===== config.mk =====
export PLATFORM = sky130hd
export DESIGN_NAME = mtt_merge_unit
export DESIGN_NICKNAME = d
export VERILOG_FILES = /design/src/mtt_pkg.sv /design/src/mtt_merge_unit.sv
export SDC_FILE = /design/constraint.sdc
export NUM_CORES = 1
export LEC_CHECK = 0
export BUFFER_PORTS_ARGS = -buffer_cell sky130_fd_sc_hd__buf_2
export CORE_UTILIZATION = 35
export DETAILED_ROUTE_END_ITERATION = 10
export PLACE_DENSITY = 0.74
export SLEW_MARGIN = 30
export SYNTH_ARGS = -nofsm -noshare
export SYNTH_HDL_FRONTEND = slang
export SYNTH_SLANG_ARGS = --single-unit
export TNS_END_PERCENT = 20

===== constraint.sdc =====
create_clock -name vclk -period 5.1
set_input_delay 1.02 -clock vclk [all_inputs]
set_output_delay 1.02 -clock vclk [all_outputs]
set_load 0.05 [all_outputs]

===== src/mtt_pkg.sv =====
// ----------------------------------------------------------------------------
// mtt_pkg
// Shared types and constants for the minimum tournament tree.
// ----------------------------------------------------------------------------
package mtt_pkg;

  localparam int KEY_W      = 32;
  localparam int SEED_W     = 16;
  localparam int APB_DATA_W = 32;
  localparam int APB_ADDR_W = 3;

  localparam logic [KEY_W-1:0]  KEY_EMPTY = {KEY_W{1'b1}};
  localparam logic [SEED_W-1:0] LFSR_TAPS = 16'hB400;
  localparam logic [SEED_W-1:0] SEED_ONE  = 16'h0001;

  // register word index
  localparam logic [APB_ADDR_W-3:0] REG_TIE_SEED = 1'b0;

  typedef enum logic [4:0] {
    ST_CLEAR = 5'b00001,
    ST_IDLE  = 5'b00010,
    ST_LEAF  = 5'b00100,
    ST_LEVEL = 5'b01000,
    ST_DONE  = 5'b10000
  } state_e;

endpackage


===== src/mtt_merge_unit.sv =====
// ----------------------------------------------------------------------------
// mtt_merge_unit
// Compare-select of two child nodes; right wins when strictly smaller,
// ties go to the LFSR bit unless the right child covers only padding.
// ----------------------------------------------------------------------------
module mtt_merge_unit #(
  parameter int SLOT_W = 10
) (
  input  logic [mtt_pkg::KEY_W-1:0] left_key_i,
  input  logic [SLOT_W-1:0]         left_slot_i,
  input  logic [mtt_pkg::KEY_W-1:0] right_key_i,
  input  logic [SLOT_W-1:0]         right_slot_i,
  input  logic                      right_real_i,
  input  logic                      tie_bit_i,
  output logic [mtt_pkg::KEY_W-1:0] win_key_o,
  output logic [SLOT_W-1:0]         win_slot_o,
  output logic                      tie_used_o
);

  import mtt_pkg::*;

  logic right_less;
  logic take_right;

  assign right_less = right_key_i < left_key_i;
  assign tie_used_o = (right_key_i == left_key_i) && right_real_i;
  assign take_right = right_less || (tie_used_o && tie_bit_i);
  assign win_key_o  = take_right ? right_key_i  : left_key_i;
  assign win_slot_o = take_right ? right_slot_i : left_slot_i;

endmodule


### Yosys cells after proc, flatten, opt, wreduce, memory -nomap -nowiden

Index checks and enable logic that the tools add are counted.
Widths: inputs -> output; s select.

* register bits: 0
* bits in latches: 0
* memory bits (writable): 0
* bits in read-only memories: 0
* bits of input ports: 86
* output and inout bits: 43
* word-level logic and storage cells: 7
* memories: 0

* add/sub/neg operators: 0
* multiply operators: 0
* div/mod/pow operators: 0
* magnitude comparators: 1
* equal/unequal tests: 1
* shift operators: 0
* muxes and demuxes: 2
* bitwise operators: 0
* reduce and logical (&&, ||, !) cells: 3

Operators by type and width (count)
* $eq 32x32->1: 1
* $lt 32x32->1: 1
* $mux 32: 1
* $mux 10: 1
* $logic_and 1x1->1: 2
* $logic_or 1x1->1: 1

### Longest topological paths before layout

* depth after elaboration: 5
* mapped depth: 10
* mapped depth without buffers: 8

### Least setup slack after synthesis

OpenSTA, ideal clock, no wires.

* path type: input to output
* from: in left_key_i[27] (netlist name)
* to: out win_key_o[0] (netlist name)
* arrival: 3208 ps
* required time: 4080 ps
* path slack: 872 ps
* cell stages on the path: 9
* path buffers: 2
* cells stage by stage: inv_1 > ha_1 > nand4_2 > nor4_2 > and4_1 > a22o_1 > buf_6 > buf_12 > mux2_4

* cells in the longest elaborated chain, start to end: 5
* elaborated cells between the ends (all ways): 6
* classes of those cells: order compare (1); eq/ne (1); mux (1); reduce/logical (3)

Ends and longest elaborated chain
* start, declared: RTL line mtt_merge_unit.sv:9 `input logic [mtt_pkg::KEY_W-1:0] left_key_i,`
* $eq 32x32->1: RTL line mtt_merge_unit.sv:26 `assign tie_used_o = (right_key_i == left_key_i) && right_real_i;`
* $logic_and 1x1->1: RTL line mtt_merge_unit.sv:26
* net tie_used_o: RTL line mtt_merge_unit.sv:17 `output logic tie_used_o`
* $logic_and 1x1->1: RTL line mtt_merge_unit.sv:27 `assign take_right = right_less || (tie_used_o && tie_bit_i);`
* $logic_or 1x1->1: RTL line mtt_merge_unit.sv:27
* $mux 32: RTL line mtt_merge_unit.sv:28 `assign win_key_o = take_right ? right_key_i : left_key_i;`
* end, declared: RTL line mtt_merge_unit.sv:15 `output logic [mtt_pkg::KEY_W-1:0] win_key_o,`

The timed path passes the listed nets, and every way through them passes these cells.

### Worst setup path after layout

* from: in left_key_i[30] (netlist name)
* to: out win_slot_o[9]

* cells in the longest elaborated chain, start to end: 5
* elaborated cells between the ends (all ways): 6
* classes of those cells: order compare (1); eq/ne (1); mux (1); reduce/logical (3)

Ends and longest elaborated chain
* branches (longest 3 deep; another with $lt 32x32->1)
* $logic_or 1x1->1 (*): RTL line mtt_merge_unit.sv:27
* $mux 10 (*): RTL line mtt_merge_unit.sv:29 `assign win_slot_o = take_right ? right_slot_i : left_slot_i;`
* end, declared: RTL line mtt_merge_unit.sv:16 `output logic [SLOT_W-1:0] win_slot_o,`

Mark *: on every way between the ends.

==> out/metrics.cfg <==
[status]
status=completed

[hold_path]
min_path_type=in2out

[yosys]
yosysSeqAreaShare_pct=0
synthesis.area_um2=1560
synthesis.nets=277
yosys_warnings=0
post_synth_num_cell_types=26
syn_avg_cell_area_um2=9.79
synthCells=159

[cells_and_area]
area_delta_synth_final_pct=42.3
layout.nets=405
num-fill-cells=403
num_antenna_cells=0
seq_cell_count=0
layout-drive-gt1-share_pct=63.5
seqCellArea_um2=0
clkbuf_count=0
multiInputGateArea_um2=1350

[pwr]
power_density_nw_per_um2=168
cellLeakagePower_nw=1.39
p_int_w=0.000145
combPwrFrac_pct=100.0
max-vdd-ir-drop_v=0.0000796
switchingPower_w=0.000228
power_w=0.000372
p_clk_share_pct=0
pwr-share-seq_pct=0
switching_share_pct=61.2

[sta]
finalWorstSetupSlack_ns=0.558
relSlewSlack_pct=68.3
setup_viol=0
rsz0062_at_grt=false
hold_viol_final=0
tns_ns=0
min_period_ns=4.54
min_period_over_period_pct=89.1
whs_ns=2.48
worst_pin_slew_ns=0.475
drv_slew=0
fmax_mhz=220

[die]
row_count=23
num_io_pins=129
die_x_um=68.7
initial_utilization_pct=37.6
die_h_um=68.7
die-area_um2=4720
core_area_um2=4140

[worst_setup_path]
arrival_ns=3.52
crit_fanout=16
crit_required_ns=4.08
crit_type=in2out
cp-start-kind=primary input
crit_path_end_kind=output port

[global_routing]
grt_first_pass_wirelength_mm=4.83
grt_usage_pct=12.9
antenna_found_initial=0
grt_pass1_vias=1250
grt_start_max_net_pins=17
grt_overflow=0

[routing]
drt-wirelength-per-cell_um=10.7
detail-route-antenna-nets=0
dr.pass1.iters=4
vias=1568
drc=0
via_per_inst=4.68
wl_mm=3.58
drtIter0Drc=15

[clocking]
postCtsSetupBuffers=0
cts_resized=0
hold_buffers=0

[place]
io_buffers=129
dp_slack_ns=0.507
place_hpwl_mm=3.34
gp_congestion=0.669

[run]
drv_cap=0

==> worst max-delay path: stages <==
cell	delay (ns)
buf_2	0.09
inv_1	0.04
ha_1	0.32
a21oi_1	0.15
nand2_1	0.07
a221o_1	0.35
a211oi_2	0.20
a22o_2	0.49
buf_12	0.24
mux2_2	0.34
buf_2	0.21
==> layer usage <==
metal / global-route usage (%) / routed length, um / share of wire, % / vias up
met5: 0 / 0 / 0 / -
met1: 15.7 / 1540 / 43 / 665
met4: 0 / 0 / 0 / 0
met3: 0.987 / 300 / 8.4 / 0
li1: - / - / - / 830
met2: 25.6 / 1740 / 49 / 73
==> placed cells by master, fill, tap and decap left out, types with 2 or more instances in the layout <==
cell type / count
and4_1: 2
nand3_1: 4
mux2_4: 40
inv_1: 32
o21ai_0: 3
buf_2: 129
buf_12: 2
nand4_2: 3
mux2_2: 2
nand2_1: 4
a21oi_1: 13
a21o_1: 3
ha_1: 32
nand4_1: 4
==> power by group through the flow <==
stage               Combinational, W  Clock (W)  Sequential, W
global placement            0.000372          0              0
floorplan                   0.000302          0              0
global route                0.000399          0              0
finish                      0.000372          0              0
CTS                         0.000376          0              0
detailed placement          0.000375          0              0
==> path summary, 6_finish.rpt <==
check	depth (start not counted)	slack, ns	startpoint	to
max	11	0.56	left_key_i[30]	win_slot_o[9]
min	3	2.48	left_slot_i[1]	win_slot_o[1]
==> kinds of logic after synthesis <==
kind of cell	after synthesis	synth area share, %
AOI/OAI and AO/OA	26	10.9
buffers and inverters	37	13.6
adders and majority gates	32	25.7
muxes	42	40.0
and+or+nand+nor	22	9.81
==> final cells by class <==
cell class | instances | share of cell area, %
inverters | 32 | 5.42
repair buffers | 131 | 31.0
multi-input cells | 122 | 60.8
well taps | 50 | 2.82
==> synth_stat cells, drive strengths merged <==
cell | count | area, um2
a211oi | 2 | 20.0
a21boi | 1 | 11.3
a21o | 3 | 22.5
a21oi | 13 | 65.1
a221o | 1 | 10.0
a22o | 1 | 8.76
and4 | 2 | 17.5
buf | 5 | 91.3
ha | 32 | 400
inv | 32 | 120
mux2 | 42 | 623
nand2 | 4 | 15.0
nand3 | 4 | 20.0
nand4 | 7 | 62.6
nor2 | 1 | 3.75
nor2b | 1 | 6.26
nor3 | 2 | 15.0
nor4 | 1 | 12.5
o211ai | 1 | 7.51
o21ai | 3 | 15.0
o41ai | 1 | 8.76
==> stage by stage <==
stage	cells	instance area (um2)	utilization (%)
finish	335	2210	53.4
global route	335	2210	53.4
CTS	335	2210	53.4
detailed placement	335	2210	53.4
global placement	335	2210	53.4
floorplan	159	1560	-
Power figures use the tool's default switching activity.
