$ cat src/mtt_pkg.sv
// ----------------------------------------------------------------------------
// mtt_pkg
// Shared types and constants for the minimum tournament tree.
// ----------------------------------------------------------------------------
package mtt_pkg;

  localparam int KEY_W      = 32;
  localparam int SEED_W     = 16;
  localparam int APB_DATA_W = 32;
  localparam int APB_ADDR_W = 3;

  localparam logic [KEY_W-1:0]  KEY_EMPTY = {KEY_W{1'b1}};
  localparam logic [SEED_W-1:0] LFSR_TAPS = 16'hB400;
  localparam logic [SEED_W-1:0] SEED_ONE  = 16'h0001;

  // register word index
  localparam logic [APB_ADDR_W-3:0] REG_TIE_SEED = 1'b0;

  typedef enum logic [4:0] {
    ST_CLEAR = 5'b00001,
    ST_IDLE  = 5'b00010,
    ST_LEAF  = 5'b00100,
    ST_LEVEL = 5'b01000,
    ST_DONE  = 5'b10000
  } state_e;

endpackage

$ cat src/mtt_tie_lfsr.sv
// ----------------------------------------------------------------------------
// mtt_tie_lfsr
// Seed register and 16-bit Galois LFSR for random tie breaking.
// ----------------------------------------------------------------------------
module mtt_tie_lfsr (
  input  logic                       clk_i,
  input  logic                       rst_ni,
  input  logic                       seed_we_i,
  input  logic [mtt_pkg::SEED_W-1:0] seed_i,
  input  logic                       advance_i,
  output logic                       bit_o,
  output logic [mtt_pkg::SEED_W-1:0] seed_o
);

  import mtt_pkg::*;

  logic [SEED_W-1:0] seed_q, seed_d;
  logic [SEED_W-1:0] lfsr_q, lfsr_d;
  logic [SEED_W-1:0] seed_fix;

  // an all-zero state would lock up
  assign seed_fix = (seed_i == '0) ? SEED_ONE : seed_i;

  always_comb begin
    seed_d = seed_q;
    lfsr_d = lfsr_q;
    priority if (seed_we_i) begin
      seed_d = seed_fix;
      lfsr_d = seed_fix;
    end else if (advance_i) begin
      lfsr_d = (lfsr_q >> 1) ^ (lfsr_q[0] ? LFSR_TAPS : '0);
    end else begin
      lfsr_d = lfsr_q;
    end
  end

  always_ff @(posedge clk_i or negedge rst_ni) begin
    if (!rst_ni) begin
      seed_q <= SEED_ONE;
      lfsr_q <= SEED_ONE;
    end else begin
      seed_q <= seed_d;
      lfsr_q <= lfsr_d;
    end
  end

  assign bit_o  = lfsr_q[0];
  assign seed_o = seed_q;

endmodule

$ cat config.mk
export PLATFORM = sky130hd
export DESIGN_NAME = mtt_tie_lfsr
export DESIGN_NICKNAME = d
export VERILOG_FILES = /design/src/mtt_pkg.sv /design/src/mtt_tie_lfsr.sv
export SDC_FILE = /design/constraint.sdc
export NUM_CORES = 1
export LEC_CHECK = 0
export BUFFER_PORTS_ARGS = -buffer_cell sky130_fd_sc_hd__buf_2
export CORE_UTILIZATION = 30
export CTS_BUF_LIST = sky130_fd_sc_hd__clkbuf_4 sky130_fd_sc_hd__clkbuf_8 sky130_fd_sc_hd__clkbuf_16
export DETAILED_ROUTE_END_ITERATION = 6
export PLACE_DENSITY_LB_ADDON = 0.2
export SLEW_MARGIN = 20
export SYNTH_ARGS = -nofsm -noshare
export SYNTH_HDL_FRONTEND = slang
export SYNTH_SLANG_ARGS = --single-unit
$ cat constraint.sdc
create_clock -name clk_i -period 0.9 [get_ports clk_i]
set_input_delay 0.09 -clock clk_i [delete_from_list [all_inputs] [get_ports clk_i]]
set_output_delay 0.09 -clock clk_i [all_outputs]
set_load 0.01 [all_outputs]
* Yosys cells after proc, flatten, opt, wreduce, memory -nomap -nowiden *
Index checks and enable logic that the tools add are counted.
W data, S select, Z words.

word-level totals
  memories = 0
  bits in writable memories = 0
  input bits = 20
  flip-flop bits (word level) = 32
  logic and storage cells = 9
  output and inout bits = 17
  bits in read-only memories = 0
  bits in latches = 0

cells by class
  $add $sub $neg = 0
  shift operators = 0
  eq/ne operators = 0
  divide/modulo/power cells = 0
  muxes and demuxes = 4
  magnitude comparators = 0
  multipliers = 0
  bitwise logic cells = 1
  reduce and logical (&&, ||, !) cells = 2

operators by type and width
  cell                number
  $mux W16            4
  $logic_not A16 Y1   1
  $xor A15 B16 Y16    1
  $reduce_bool A2 Y1  1

* Logic depth before layout (Yosys ltp) *
Gate-level depths: netlist (run 1).

  depth in word-level cells = 4
  depth in mapped cells = 4
  mapped depth without buffers = 3

* Least setup slack after synthesis (run 1) *
Ideal clock, no wire load.

  path type = reg2reg
  start point = register lfsr_q[0]
  end point = register lfsr_q[13]
  slack = -0.085 ns
  cell stages (with the launch flop) = 4
  data required time = 0.824 ns
  setup time = 0.076 ns
  arrival = 0.908 ns
  path through = dfstp_2 > xor2_1 > mux2i_1 > o21ai_1

between the ends
  word-level cells in the longest chain between the ends = 4

ends and longest elaborated chain
  element                 RTL line            RTL
  start, declared         mtt_tie_lfsr.sv:18  logic [SEED_W-1:0] lfsr_q, lfsr_d;
  start signal, assigned  mtt_tie_lfsr.sv:43  lfsr_q <= lfsr_d;
  $mux W16                mtt_tie_lfsr.sv:31  lfsr_d = (lfsr_q >> 1) ^ (lfsr_q[0] ? LFSR_TAPS : '0);
  $xor A15 B16 Y16        mtt_tie_lfsr.sv:31
  $mux W16                mtt_tie_lfsr.sv:30  end else if (advance_i) begin
  $mux W16                mtt_tie_lfsr.sv:27  priority if (seed_we_i) begin

Every way passes these cells. The select of a mux whose other input is x is not followed.
A chain may end at the register's enable or synchronous reset.

* Worst setup path in the final report (run 1) *
  start point = register lfsr_q[0]
  end point = output port bit_o

RTL lines
  element        RTL line            RTL
  end, declared  mtt_tie_lfsr.sv:11  output logic bit_o,

No word-level cell between the ends.

==> results of run 1 <==
==> placed cells by master, fill, tap and decap left out <==
master / synthesis / layout
o21ai_0: 21 / 19
buf_6: 1 / 4
o21ai_1: 9 / 11
mux2i_1: 15 / 15
xor2_1: 3 / 3
inv_1: 15 / 15
buf_4: 2 / 8
dlygate4sd3_1: 0 / 1
nor2b_4: 0 / 1
a41oi_1: 1 / 1
nor4_2: 4 / 4
clkbuf_8: 0 / 7
nand2_1: 15 / 15
a211oi_2: 1 / 1
buf_12: 1 / 3
buf_2: 3 / 34
dfstp_2: 2 / 2
clkbuf_4: 0 / 1
dfrtp_1: 30 / 30
nor2_1: 3 / 3
nand2b_1: 1 / 1
==> cell families after synthesis <==
group                     count (synthesis)  synth area share
DFF                                      32             0.574
xor gates and xnor gates                  3            0.0188
muxes                                    15             0.107
buffers and inverters                    22            0.0841
AOI/OAI and AO/OA                        32             0.123
and+or+nand+nor                          24            0.0930
==> state kept, by name, summed over array words and instances, names as in the netlist <==
signal / cells
seed_o: 16
lfsr_q: 16
==> metrics by stage <==
step	power, uW	setup TNS [ns]	util
5_1_grt	3670	-1.55	0.421
6_report	3480	-1.01	0.421
2_1_floorplan	1970	-0.280	-
3_5_place_dp	2210	-0.512	0.378
3_3_place_gp	2200	-0.307	0.378
4_1_cts	3520	-1.14	0.412
==> layer usage <==
| metal | part of all wire | up-vias | track usage |
|---|---|---|---|
| met3 | 0.039 | 7 | 0.0491 |
| met4 | 0.031 | 0 | 0.0778 |
| met5 | 0 | - | 0 |
| li1 | - | 529 | - |
| met1 | 0.43 | 497 | 0.157 |
| met2 | 0.50 | 17 | 0.229 |
==> area by class of cell <==
type	instances	area [um2]	area share
Timing Repair Buffer	50	345	0.186
Tap cell	52	65.1	0.0350
Clock buffer	8	104	0.0559
Multi-Input combinational cell	74	485	0.261
Sequential cell	32	803	0.432
Inverter	15	56.3	0.0303
==> synth_stat cells, drive strengths merged <==
library cell / count / share of area
buf: 7 / 0.044
a41oi: 1 / 0.0063
nor2: 3 / 0.0080
a211oi: 1 / 0.0089
xor2: 3 / 0.019
dfstp: 2 / 0.038
nor2b: 1 / 0.0045
inv: 15 / 0.040
nor4: 4 / 0.036
nand2: 15 / 0.040
mux2i: 15 / 0.11
o21ai: 30 / 0.11
dfrtp: 30 / 0.54
nand2b: 1 / 0.0045
==> critical path, stage by stage (launching register included) <==
cell	delay [ns]
dfstp_2	0.54
buf_6	0.09
buf_6	0.09
==> what timing repair did <==
action                                 4_1_cts  5_1_grt
setup endpoints to repair                   14       22
hold buffers                                 1        0
pin swaps                                    0        2
buffers inserted                             3        4
resized for setup                            4        3
endpoints found under the hold margin       31        0
==> worst paths after layout <==
check	depth (start not counted)	to	slack [ns]	from
setup / recovery	2	bit_o	-0.19	lfsr_q[0]$_DFFE_PN1P_
hold reg to reg	2	seed_o[0]$_DFFE_PN1P_	0.50	seed_o[0]$_DFFE_PN1P_
setup reg to reg	4	lfsr_q[10]$_DFFE_PN0P_	-0.16	lfsr_q[0]$_DFFE_PN1P_
hold / removal	3	lfsr_q[2]$_DFFE_PN0P_	0.06	seed_i[2]
min in group asynchronous	2	seed_o[5]$_DFFE_PN0P_	0.22	rst_ni
max in group asynchronous	3	lfsr_q[0]$_DFFE_PN1P_	0.19	rst_ni
==> where the power goes <==
part / switching, uW / internal [uW] / leakage (uW)
logic: 287 / 287 / 0.000497
clock network: 515 / 728 / 0.0000549
registers: 77.2 / 1590 / 0.000385
total: 879 / 2600 / 0.000937
==> summary.md, run 1 <==
| Metric | Value |
|---|---|
| Total GRT Usage | `0.139` |
| Dpl ws | `-0.138 ns` |
| Vias after detailed routing | `1050` |
| WL/cell | `13.1 um` |
| RSZ-0062 raised after global routing | `true` |
| Routed WL | `3.03 mm` |
| FILL cells | `467` |
| Mapped cell area | `1400 um2` |
| Yosys reg bits | `32` |
| Post-route clock period utilization | `1.21` |
| Initial drt markers | `36` |
| Antenna-violating nets left | `0` |
| Crit-path max FO | `2` |
| Slew @ Worst Pin | `0.277 ns` |
| Setup Crit Path Kind | `flop to output port` |
| WP data required | `0.81 ns` |
| Post-synth cell types | `18` |
| GRT overflow | `0` |
| Max_cap viols | `0` |
| Hold Fails Final Rpt | `0` |
| Final setup violation count | `7` |
| IO Pins | `37` |
| Fin worst setup slack | `-0.190 ns` |
| Initial Util | `0.317` |
| Setup Skew | `0.00892 ns` |
| Failing checks | `setup timing` |
| Final instance area | `1860 um2` |
| Root Buffer | `clkbuf_8` |
| Share of layout cells above drive strength 1 | `0.363` |
| Layout Cells excl Fill | `231` |
| Ant diodes | `0` |
| CTS max path bufs | `2` |
| CP Capture Type | `output port` |
| Hold slack | `0.0574 ns` |
| Post-synth net total | `148` |
| CTS tree | `yes` |
| Max Freq | `917 MHz` |
| Largest net degree at the start of global routing | `40` |
| Die Ht | `70.3 um` |
| DIE AREA | `4940 um2` |
| Pins Over Slew Limit | `0` |
| Nets | `198` |
| Syn. warnings | `0` |
| Gpl congestion | `0.737` |
| P_leak | `0.000937 uW` |
| Period minus WS final | `1.09 ns` |
| CTS H-Tree Depth | `2` |
| Worst Setup Start Kind | `flop` |
| CTS Buf Count | `5` |
| Clock sink count | `32` |
| Post-Place Cells | `215` |
| Status | `complete, but fails checks` |
| Reg clk slew, reported paths | `0.07 ns` |
| Area Growth Syn to Fin | `32.9%` |
| Initial antenna violation count | `0` |
| DRC | `0` |
| Post-synthesis sequential area ratio | `0.574` |
| Hold crit path type | `primary input to flop` |
| First-pass GRT wire length | `5.22 mm` |
| Drt first pass iters | `4` |
| Row cnt | `24` |
| Slew margin rel. | `0.814` |
| Insertion delay to the later sink of the worst-skew pair | `0.28 ns` |
| DP Area | `1670 um2` |
| Peak VDD IR | `0.985 mV` |
| Die width | `70.3 um` |
| Port Buffers | `36` |
| Mapped Cells | `128` |
| HPWL Detailed | `2.14 mm` |
| Vias in the first global route | `1118` |
| WP data arrival | `1.00 ns` |
| Post-DR vias/cell | `4.55` |
| Power per cell area | `1870 nW/um2` |
| Core box area | `4410 um2` |
| Mean Syn Cell Area | `10.9 um2` |
(Power assumes the default switching activity.)
==> run 2: changes to the inputs <==
- SKIP_CTS_REPAIR_TIMING: not set -> 1
==> summary.md, run 2 (synthesis results as in run 1) <==
| Metric | Value |
|---|---|
| Final setup violation count | `6 (-1)` |
| Worst Setup Start Kind | `flop` |
| Max_cap viols | `0 (unchanged)` |
| Failing checks | `setup timing` |
| Die width | `70.3 um (unchanged)` |
| Flop pwr share | `0.483 (+0.005)` |
| HPWL Detailed | `2.14 mm (unchanged)` |
| Leading cell types in the layout, fill and taps excluded | `buf_2 (34), dfrtp_1 (30), o21ai_0 (20)` |
| Antenna-violating nets left | `0 (unchanged)` |
| Fin worst setup slack | `-0.235 ns (-0.0445 ns)` |
| WP data arrival | `1.04 ns (+0.04 ns)` |
| Nets | `195 (-1.5%)` |
| Peak VDD IR | `0.982 mV (-0.34%)` |
| DP Area | `1670 um2 (unchanged)` |
| Area Growth Syn to Fin | `31.0%` |
| Slew @ Worst Pin | `0.272 ns (-0.00444 ns)` |
| First-pass GRT wire length | `5.15 mm (-1.5%)` |
| Switching pwr | `873 uW (-0.74%)` |
| Vias after detailed routing | `1038 (-1.1%)` |
| Hold crit path type | `primary input to flop` |
| Initial antenna violation count | `0 (unchanged)` |
| Hold path depth | `3 (unchanged)` |
| Power per cell area | `1890 nW/um2 (+0.74%)` |
| GRT overflow | `0 (unchanged)` |
| Internal power | `2590 uW (-0.67%)` |
| Slew margin rel. | `0.817 (+0.00299)` |
| WL/cell | `13.2 um (+0.38%)` |
| Die Ht | `70.3 um (unchanged)` |
| Initial drt markers | `45 (+25%)` |
| Setup Skew | `0.00880 ns (-0.000123 ns)` |
| Insertion delay to the later sink of the worst-skew pair | `0.28 ns (about the same)` |
| CTS tree | `yes` |
| Hold Fails Final Rpt | `0 (unchanged)` |
| Final instance area | `1830 um2 (-1.4%)` |
| Status | `complete, but fails checks` |
| Vias in the first global route | `1103 (-1.3%)` |
| Total GRT Usage | `0.137 (-0.00215)` |
| CTS Buf Count | `5 (unchanged)` |
| Post-DR vias/cell | `4.55 (+0.16%)` |
| Period minus WS final | `1.13 ns (+0.0445 ns)` |
| FF-to-FF path depth | `4 (unchanged)` |
| DIE AREA | `4940 um2 (unchanged)` |
| Final Util | `0.415 (-0.00595)` |
| Switching Fraction | `0.252 (about the same)` |
| Clock sink count | `32 (unchanged)` |
| Initial Util | `0.317 (unchanged)` |
| Reg clk slew, reported paths | `0.07 ns (about the same)` |
| Routed WL | `3.00 mm (-0.92%)` |
| Clk network pwr share | `0.359 (+0.002)` |
| IO Pins | `37 (unchanged)` |
| Crit-path max FO | `5 (+3)` |
| Drt first pass iters | `4 (unchanged)` |
| Setup Crit Path Kind | `flop to output port` |
| Post-route clock period utilization | `1.26 (+0.0495)` |
| P_leak | `0.000922 uW (-1.7%)` |
| Ant diodes | `0 (unchanged)` |
| Port Buffers | `36 (unchanged)` |
| Row cnt | `24 (unchanged)` |
| Root Buffer | `clkbuf_8` |
| CP Capture Type | `output port` |
| Core box area | `4410 um2 (unchanged)` |
| Layout Cells excl Fill | `228 (-1.3%)` |
| Share of layout cells above drive strength 1 | `0.352 (-0.0109)` |
| CTS H-Tree Depth | `2 (unchanged)` |
| WP data required | `0.81 ns (about the same)` |
| RSZ-0062 raised after global routing | `true` |
| Max Freq | `881 MHz (-3.9%)` |
| DRC | `0 (unchanged)` |
| Gpl congestion | `0.737 (unchanged)` |
| Post-Place Cells | `215 (unchanged)` |
| Pins Over Slew Limit | `0 (unchanged)` |
| Combinational power share | `0.158 (-0.007)` |
| Commonest non-fill, non-tap cell in the layout | `buf_2` |
| CTS max path bufs | `2 (unchanged)` |
| Largest net degree at the start of global routing | `40 (unchanged)` |
run 2: cell type report:
| class | instances | area, um2 |
|---|---|---|
| fillers | 467 | 2580 |
| multi-input cells | 74 | 485 |
| flip-flops and latches | 32 | 803 |
| inverters | 15 | 56.3 |
| clock buffers | 8 | 104 |
| repair buffers | 47 | 319 |
| well taps | 52 | 65.1 |
run 2: layer usage:
| layer | up-vias | share of wire | global-route usage |
|---|---|---|---|
| met3 | 7 | 0.040 | 0.0476 |
| li1 | 523 | - | - |
| met1 | 491 | 0.44 | 0.153 |
| met4 | 0 | 0.032 | 0.0778 |
| met2 | 17 | 0.49 | 0.226 |
| met5 | - | 0 | 0 |
run 2: worst paths after layout:
check                                      start                     end  slack, ns
setup reg to reg           lfsr_q[0]$_DFFE_PN1P_  lfsr_q[10]$_DFFE_PN0P_      -0.20
max in group asynchronous                 rst_ni   lfsr_q[0]$_DFFE_PN1P_       0.19
hold / removal                         seed_i[6]   seed_o[6]$_DFFE_PN0P_       0.06
min in group asynchronous                 rst_ni   seed_o[5]$_DFFE_PN0P_       0.21
hold reg to reg            seed_o[0]$_DFFE_PN1P_   seed_o[0]$_DFFE_PN1P_       0.50
setup / recovery           lfsr_q[0]$_DFFE_PN1P_                   bit_o      -0.23
run 2: power groups by stage:
stage | sequential [uW] | combinational, uW | clock, uW
2_1_floorplan | 1720 | 248 | 0
5_1_grt | 1690 | 613 | 1340
4_1_cts | 1670 | 513 | 1290
6_report | 1670 | 548 | 1240
3_5_place_dp | 1700 | 512 | 0
3_3_place_gp | 1700 | 501 | 0
run 2: per-stage QoR:
| step | power, uW | hold WS, ns | setup WS [ns] | setup TNS, ns |
|---|---|---|---|---|
| 2_1_floorplan | 1970 | -0.206 | -0.0810 | -0.280 |
| 3_3_place_gp | 2200 | -0.0299 | -0.0740 | -0.307 |
| 3_5_place_dp | 2210 | -0.0210 | -0.138 | -0.512 |
| 4_1_cts | 3480 | -0.340 | -0.326 | -1.02 |
| 5_1_grt | 3650 | 0.0699 | -0.263 | -1.50 |
| 6_report | 3460 | 0.0577 | -0.235 | -0.983 |
run 2: critical path, cell delays in order (launching register included):
cell and delay (ns):
dfstp_2 0.58, buf_6 0.10, buf_6 0.09
